File: src/hdl/bad_pkg.sv
package bad_pkg;

	localparam int STAGES     = 16;
	localparam int COORD_BITS = 16;
	localparam int FIELD_W    = 16;
	localparam int PRESCALE   = 20;
	localparam int TABLE_LEN  = 24;
	localparam int NCELLS     = (STAGES < TABLE_LEN) ? STAGES : TABLE_LEN;
	localparam int IW         = $clog2(TABLE_LEN);

	// Difference width, and datapath width with room for the sign flip,
	// the prescale and the CORDIC gain of about 1.65 times root two.
	localparam int DW = COORD_BITS + 1;
	localparam int XW = COORD_BITS + 24;

	// Angle accumulator counts 1/65536 degree.
	localparam int ZW        = 27;
	localparam int TAB_W     = 22;
	localparam int OUT_SHIFT = 9;
	localparam int OUT_W     = 16;

	localparam logic signed [ZW-1:0] Z_HALF_TURN = ZW'(180 * 65536);
	localparam logic signed [ZW-1:0] Z_FULL_TURN = ZW'(360 * 65536);
	localparam logic signed [ZW-1:0] Z_ROUND     = ZW'(1 << (OUT_SHIFT - 1));
	localparam logic [OUT_W-1:0]     OUT_FULL    = OUT_W'(46080);

	// atan(2^-i) in degrees times 65536, rounded to nearest.
	localparam logic [TAB_W-1:0] ATAN_TAB [TABLE_LEN] = '{
		22'd2949120, 22'd1740967, 22'd919879, 22'd466945,
		22'd234379,  22'd117304,  22'd58666,  22'd29335,
		22'd14668,   22'd7334,    22'd3667,   22'd1833,
		22'd917,     22'd458,     22'd229,    22'd115,
		22'd57,      22'd29,      22'd14,     22'd7,
		22'd4,       22'd2,       22'd1,      22'd0
	};

	typedef struct packed {
		logic                   zero;
		logic signed [XW-1:0]   x;
		logic signed [XW-1:0]   y;
		logic signed [ZW-1:0]   z;
	} bad_vec_t;

	// Keeps the low COORD_BITS bits of the field, sign-extended from the top one.
	function automatic logic signed [COORD_BITS-1:0] take_coord(
		input logic signed [FIELD_W-1:0] f
	);
		return COORD_BITS'(f);
	endfunction

endpackage

File: src/hdl/bearing_angle_degrees.sv
// Channel | Signals                            | Word
// input   | in_valid, in_ready                 | from_x, from_y, to_x, to_y (signed 16)
// output  | out_valid, out_ready               | angle (unsigned 16, 1/128 degree)
//
// One word is taken per cycle while no stall backs up to the input; the path holds
// a difference stage, one register per CORDIC cell, and the rounding stage.
// Every stage holds its own valid bit, so bubbles close up under a stall and
// in_ready drops only when all stages and the output register are full.
// Reset clears the valid bits only.
module bearing_angle_degrees (
	input  logic                          clk,
	input  logic                          arst_n,
	input  logic                          in_valid,
	output logic                          in_ready,
	input  logic signed [15:0]            from_x,
	input  logic signed [15:0]            from_y,
	input  logic signed [15:0]            to_x,
	input  logic signed [15:0]            to_y,
	output logic                          out_valid,
	input  logic                          out_ready,
	output logic [15:0]                   angle
);

	bad_pkg::bad_vec_t           node_vec [bad_pkg::NCELLS+1];
	logic [bad_pkg::NCELLS:0]    node_valid;
	logic [bad_pkg::NCELLS:0]    node_ready;

	bad_prep u_prep (
		.clk       (clk),
		.arst_n    (arst_n),
		.in_valid  (in_valid),
		.in_ready  (in_ready),
		.from_x    (from_x),
		.from_y    (from_y),
		.to_x      (to_x),
		.to_y      (to_y),
		.out_valid (node_valid[0]),
		.out_ready (node_ready[0]),
		.out_vec   (node_vec[0])
	);

	for (genvar i = 0; i < bad_pkg::NCELLS; i++) begin : g_cell
		bad_cell u_cell (
			.clk       (clk),
			.arst_n    (arst_n),
			.idx       (bad_pkg::IW'(i)),
			.in_valid  (node_valid[i]),
			.in_ready  (node_ready[i]),
			.in_vec    (node_vec[i]),
			.out_valid (node_valid[i+1]),
			.out_ready (node_ready[i+1]),
			.out_vec   (node_vec[i+1])
		);
	end

	bad_final u_final (
		.clk       (clk),
		.arst_n    (arst_n),
		.in_valid  (node_valid[bad_pkg::NCELLS]),
		.in_ready  (node_ready[bad_pkg::NCELLS]),
		.in_vec    (node_vec[bad_pkg::NCELLS]),
		.out_valid (out_valid),
		.out_ready (out_ready),
		.angle     (angle)
	);

	a_angle_range: assert property (@(posedge clk) disable iff (!arst_n)
		out_valid |-> angle < bad_pkg::OUT_FULL)
		else $error("angle out of range");

	a_stall_full: assert property (@(posedge clk) disable iff (!arst_n)
		!in_ready |-> (&node_valid) && out_valid && !out_ready)
		else $error("input stalled with a free stage");

	a_right_half: assert property (@(posedge clk) disable iff (!arst_n)
		node_valid[0] |-> !node_vec[0].x[bad_pkg::XW-1])
		else $error("vector not folded into right half plane");

endmodule

File: src/hdl/bad_prep.sv
module bad_prep (
	input  logic                          clk,
	input  logic                          arst_n,
	input  logic                          in_valid,
	output logic                          in_ready,
	input  logic signed [15:0]            from_x,
	input  logic signed [15:0]            from_y,
	input  logic signed [15:0]            to_x,
	input  logic signed [15:0]            to_y,
	output logic                          out_valid,
	input  logic                          out_ready,
	output bad_pkg::bad_vec_t             out_vec
);

	logic signed [bad_pkg::DW-1:0] dx;
	logic signed [bad_pkg::DW-1:0] dy;
	logic signed [bad_pkg::DW:0]   dx_e;
	logic signed [bad_pkg::DW:0]   dy_e;
	logic signed [bad_pkg::DW:0]   mx;
	logic signed [bad_pkg::DW:0]   my;
	logic                          neg;
	bad_pkg::bad_vec_t             vec_d;
	bad_pkg::bad_vec_t             vec_s1;
	logic                          valid_s1;

	always_comb begin
		dx = bad_pkg::DW'(bad_pkg::take_coord(to_x)) - bad_pkg::DW'(bad_pkg::take_coord(from_x));
		dy = bad_pkg::DW'(bad_pkg::take_coord(to_y)) - bad_pkg::DW'(bad_pkg::take_coord(from_y));
		dx_e = (bad_pkg::DW + 1)'(dx);
		dy_e = (bad_pkg::DW + 1)'(dy);
		neg = dx[bad_pkg::DW-1];
		// The left half plane is folded over by negating the vector.
		mx = neg ? -dx_e : dx_e;
		my = neg ? -dy_e : dy_e;
		vec_d.zero = (dx == '0) && (dy == '0);
		vec_d.x = bad_pkg::XW'(mx) <<< bad_pkg::PRESCALE;
		vec_d.y = bad_pkg::XW'(my) <<< bad_pkg::PRESCALE;
		vec_d.z = neg ? bad_pkg::Z_HALF_TURN : '0;
	end

	assign in_ready = !valid_s1 || out_ready;

	always_ff @(posedge clk or negedge arst_n) begin
		if (!arst_n) begin
			valid_s1 <= 1'b0;
		end else if (in_ready) begin
			valid_s1 <= in_valid;
		end
	end

	always_ff @(posedge clk) begin
		if (in_valid && in_ready) begin
			vec_s1 <= vec_d;
		end
	end

	assign out_valid = valid_s1;
	assign out_vec   = vec_s1;

endmodule

File: src/hdl/bad_cell.sv
module bad_cell (
	input  logic                         clk,
	input  logic                         arst_n,
	input  logic [bad_pkg::IW-1:0]       idx,
	input  logic                         in_valid,
	output logic                         in_ready,
	input  bad_pkg::bad_vec_t            in_vec,
	output logic                         out_valid,
	input  logic                         out_ready,
	output bad_pkg::bad_vec_t            out_vec
);

	logic signed [bad_pkg::XW-1:0] xs;
	logic signed [bad_pkg::XW-1:0] ys;
	logic signed [bad_pkg::ZW-1:0] step;
	bad_pkg::bad_vec_t             vec_d;
	bad_pkg::bad_vec_t             vec_s1;
	logic                          valid_s1;

	always_comb begin
		xs = in_vec.x >>> idx;
		ys = in_vec.y >>> idx;
		step = signed'(bad_pkg::ZW'(bad_pkg::ATAN_TAB[idx]));
		vec_d.zero = in_vec.zero;
		// Rotate towards the x axis; the sign of y picks the direction.
		if (in_vec.y[bad_pkg::XW-1]) begin
			vec_d.x = in_vec.x - ys;
			vec_d.y = in_vec.y + xs;
			vec_d.z = in_vec.z - step;
		end else begin
			vec_d.x = in_vec.x + ys;
			vec_d.y = in_vec.y - xs;
			vec_d.z = in_vec.z + step;
		end
	end

	assign in_ready = !valid_s1 || out_ready;

	always_ff @(posedge clk or negedge arst_n) begin
		if (!arst_n) begin
			valid_s1 <= 1'b0;
		end else if (in_ready) begin
			valid_s1 <= in_valid;
		end
	end

	always_ff @(posedge clk) begin
		if (in_valid && in_ready) begin
			vec_s1 <= vec_d;
		end
	end

	assign out_valid = valid_s1;
	assign out_vec   = vec_s1;

endmodule

File: src/hdl/bad_final.sv
module bad_final (
	input  logic                          clk,
	input  logic                          arst_n,
	input  logic                          in_valid,
	output logic                          in_ready,
	input  bad_pkg::bad_vec_t             in_vec,
	output logic                          out_valid,
	input  logic                          out_ready,
	output logic [bad_pkg::OUT_W-1:0]     angle
);

	logic signed [bad_pkg::ZW-1:0] z_fix;
	logic signed [bad_pkg::ZW-1:0] z_rnd;
	logic [bad_pkg::OUT_W-1:0]     r;
	logic [bad_pkg::OUT_W-1:0]     angle_d;
	logic [bad_pkg::OUT_W-1:0]     angle_s1;
	logic                          valid_s1;

	always_comb begin
		z_fix = in_vec.z[bad_pkg::ZW-1] ? in_vec.z + bad_pkg::Z_FULL_TURN : in_vec.z;
		z_rnd = z_fix + bad_pkg::Z_ROUND;
		r = z_rnd[bad_pkg::OUT_SHIFT +: bad_pkg::OUT_W];
		// A value that rounds up to a full turn wraps to zero.
		if (in_vec.zero) begin
			angle_d = '0;
		end else if (r >= bad_pkg::OUT_FULL) begin
			angle_d = r - bad_pkg::OUT_FULL;
		end else begin
			angle_d = r;
		end
	end

	assign in_ready = !valid_s1 || out_ready;

	always_ff @(posedge clk or negedge arst_n) begin
		if (!arst_n) begin
			valid_s1 <= 1'b0;
		end else if (in_ready) begin
			valid_s1 <= in_valid;
		end
	end

	always_ff @(posedge clk) begin
		if (in_valid && in_ready) begin
			angle_s1 <= angle_d;
		end
	end

	assign out_valid = valid_s1;
	assign angle     = angle_s1;

endmodule
File: config.mk
export PLATFORM = sky130hd
export DESIGN_NAME = bearing_angle_degrees
export DESIGN_NICKNAME = d
export VERILOG_FILES = /design/src/hdl/bad_pkg.sv /design/src/hdl/bearing_angle_degrees.sv /design/src/hdl/bad_prep.sv /design/src/hdl/bad_cell.sv /design/src/hdl/bad_final.sv
export SDC_FILE = /design/constraint.sdc
export NUM_CORES = 2
export LEC_CHECK = 0
export ABC_CLOCK_PERIOD_IN_PS = 11200
export BUFFER_PORTS_ARGS = -buffer_cell sky130_fd_sc_hd__buf_4
export CAP_MARGIN = 25
export CORE_ASPECT_RATIO = 1.4
export CORE_MARGIN = 3
export CORE_UTILIZATION = 50
export DETAILED_ROUTE_END_ITERATION = 8
export GPL_TIMING_DRIVEN = 0
export PLACE_DENSITY_LB_ADDON = 0.08
export SYNTH_ARGS = -nofsm -noshare
export SYNTH_HDL_FRONTEND = slang
export SYNTH_SLANG_ARGS = --single-unit
File: constraint.sdc
create_clock -name clk -period 11.2 [get_ports clk]
set_input_delay 2.24 -clock clk [delete_from_list [all_inputs] [get_ports clk]]
set_output_delay 2.24 -clock clk [all_outputs]
set_load 0.03 [all_outputs]
==> results.yml <==
sta:
  drv_slew: 0
  fin_crit_sh_pct: 69.7
  relSlewSlack_pct: 22.3
  rsz0062_at_grt: "false"
  worstMarginPinSlew_ns: 1.16
  fin_skew_ns: 0.0517
  finalHoldViolCount: 0
  fin_crit_ns: 7.81
  setup_tns_ns: 0
  fmaxAchievable_mhz: 128
  setup_viol: 0
yosys:
  synth_xor_area_share_pct: 13.2
  synthesis.nets: 14400
  synth.cell_area_sq_mm: 0.120
  synth_common_cells: "ha_1, edfxtp_1, nor2_1"
  yosys_warnings: 0
  synth.most_common_cell: "ha_1"
  yosysTopAreaCell: "edfxtp_1"
  yosys_register_bits: 1392
  synth-simple-area-share_pct: 15.7
  seq_area_frac_synth_pct: 34.7
  yosysUniqueCellTypes: 89
  synthArstFlopShare_pct: 1.29
  synthDominantCellAreaShare_pct: 34.3
  synth_cells: 12900
  synth_edf_count: 1374
  muxShareOfSynthArea_pct: 0.515
  synthTopCellsByArea: "edfxtp_1, ha_1, xnor2_1"
  synthAdderAreaFrac_pct: 14.9
  synth_ff_type: "edfxtp_1"
  synth_top_family_by_area: "compound AO/OA/AOI/OAI gates"
  synth-compound-area-share_pct: 18.6
  syn_area_per_cell_sq_um: 9.34
cts:
  cts_buffers: 160
  cts_buffer_depth: 4
  cts-root-buf: "clkbuf_16"
  cts-resized-gates: 0
  clk_pin_slew_ns: 0.06
  cts_setup_buffers: 0
  h-tree-depth: 4
  cts_hold_buffers: 0
  clock_sinks: 1392
  cts_tree: "done"
  clkLatencyLatePin_ns: 0.85
placed_design:
  gp_congestion: 0.999
  portBuffers: 85
  dp_hpwl_mm: 296
worst_setup_path:
  worstSetupEndpointType: "flip-flop"
  crit_type: "flip-flop to flip-flop"
  timing.rr.end: "g_cell[6].u_cell.out_vec[105]"
  regToRegSetupSlack_ns: 3.39
  rr_worst_depth: 18
  crit_fanout: 10
  worstPathArrival_ns: 8.38
  worstPathRequired_ns: 11.78
  rr_startpoint: "g_cell[5].u_cell.out_vec[66]"
  startpoint_type: "flip-flop"
drt:
  drt_iter0_drc: 5758
  vias_per_cell: 5.97
  antenna_violating_nets_post_route: 0
  routedWlPerCell_um: 22.0
  drc: 0
  routed-via-count: 97900
  drt-pass1-iter-count: 6
  totalWireLength_mm: 361
flow_run:
  cap_violations: 0
floorplan:
  die-area_sq_mm: 0.247
  initial_core_util_pct: 50.4
  die_y_um: 586
  fp-row-count: 212
  die_x_um: 421
  core_area_sq_mm: 0.239
  ioPinCount: 86
global_route:
  grt_max_degree: 76
  grt_pass1_vias: 97000
  grt_pass1_wl_mm: 550
  antenna_found_initial: 3
  overflow: 0
  grt_usage_pct: 28.6
outcome:
  status: "finished, final reports clean"
layout:
  fin_nets: 14700
  drive_gt1_share_pct: 3.88
  multi_input_area_sq_mm: 0.0758
  regArea_sq_mm: 0.0417
  fillCellCount: 21600
  areaGrowthSynthToFinish_pct: 8.83
hold_path:
  holdCritPathClass: "flip-flop to flip-flop"
  holdCritStartpoint: "g_cell[5].u_cell.out_vec[107]"
  hold_depth: 0
  hold_end: "g_cell[6].u_cell.out_vec[107]"
cells by family after synthesis:
| group | after synthesis |
|---|---|
| mux | 58 |
| other cells | 1 |
| fa+ha+maj | 1412 |
| buf+inv | 782 |
| compound gates | 3546 |
| simple gates | 3886 |
| flops | 1392 |
| xor+xnor | 1814 |
metrics by stage:
stage	std cells	utilization [%]	setup WS (ns)	hold WS (ns)	instance area, sq um
after floorplan	12900	-	2.68	0.400	120000
after global placement	16100	52.3	0.642	0.401	125000
after detailed placement	16100	52.6	3.50	0.405	126000
after CTS	16400	54.8	3.49	0.405	131000
after global routing	16400	54.9	3.25	0.410	131000
final	16400	54.9	3.39	0.400	131000
worst max-delay path by stage:
stage / start / to / cells past startpoint
after global routing: g_cell[5].u_cell.out_vec[66] / g_cell[6].u_cell.out_vec[105] / 18
after CTS: g_cell[5].u_cell.out_vec[66] / g_cell[6].u_cell.out_vec[105] / 18
after global placement: out_ready / g_cell[12].u_cell.out_vec[24] / 5
after floorplan: out_ready / g_cell[7].u_cell.out_vec[100] / 7
after detailed placement: g_cell[5].u_cell.out_vec[66] / g_cell[6].u_cell.out_vec[105] / 18
final: g_cell[5].u_cell.out_vec[66] / g_cell[6].u_cell.out_vec[105] / 18
area by class of cell:
class	instances	area share [%]
Multi-Input combinational cell	10700	57.9
Sequential cell	1392	31.8
Clock buffer	191	3.22
Tap cell	3103	2.96
Inverter	599	1.72
Timing Repair Buffer	124	1.04
Clock inverter	91	0.823
Buffer	183	0.528
Antenna cell	1	0.00191
routing by layer:
layer	track usage, %	part of all wire (%)	up-vias
met4	18.7	7.6	2
met5	0	0.0053	-
li1	-	-	48000
met2	53.7	52	2222
met3	3.01	3.4	918
met1	30.0	37	46700
cell usage in the layout, fill, tap and decap left out, types with 497 or more instances in the layout:
cell type	n
inv_1	594
a21oi_1	1293
nor2_1	1325
ha_1	1378
nand2_1	650
xor2_1	601
edfxtp_1	1374
xnor2_1	1213
a21o_1	497
o21ai_0	573
worst max-delay path, cell delays in order, from the launching register on:
cell	delay [ns]
edfxtp_1	0.68
clkbuf_1	0.34
clkbuf_1	0.74
clkbuf_1	0.70
clkbuf_1	0.71
nor2_1	0.14
xnor2_1	0.19
ha_1	0.40
and3_1	0.23
o211a_1	0.15
nand4_1	0.15
a21oi_1	0.35
nor4b_1	0.12
o31ai_1	0.77
nand3_1	0.38
a2111oi_0	0.94
o31a_1	0.27
o41ai_1	0.08
xnor2_1	0.14
state kept, by name, summed over array words and instances, names as in the netlist:
name                     count
u_final.angle               16
g_cell.u_cell.out_vec     1320
u_final.out_valid            1
g_cell.u_cell.out_valid     16
u_prep.out_vec              38
u_prep.out_valid             1
Power is left out: the tool's default activity adds up to more than one toggle a clock period on the data nets, which glitch-free logic cannot reach.
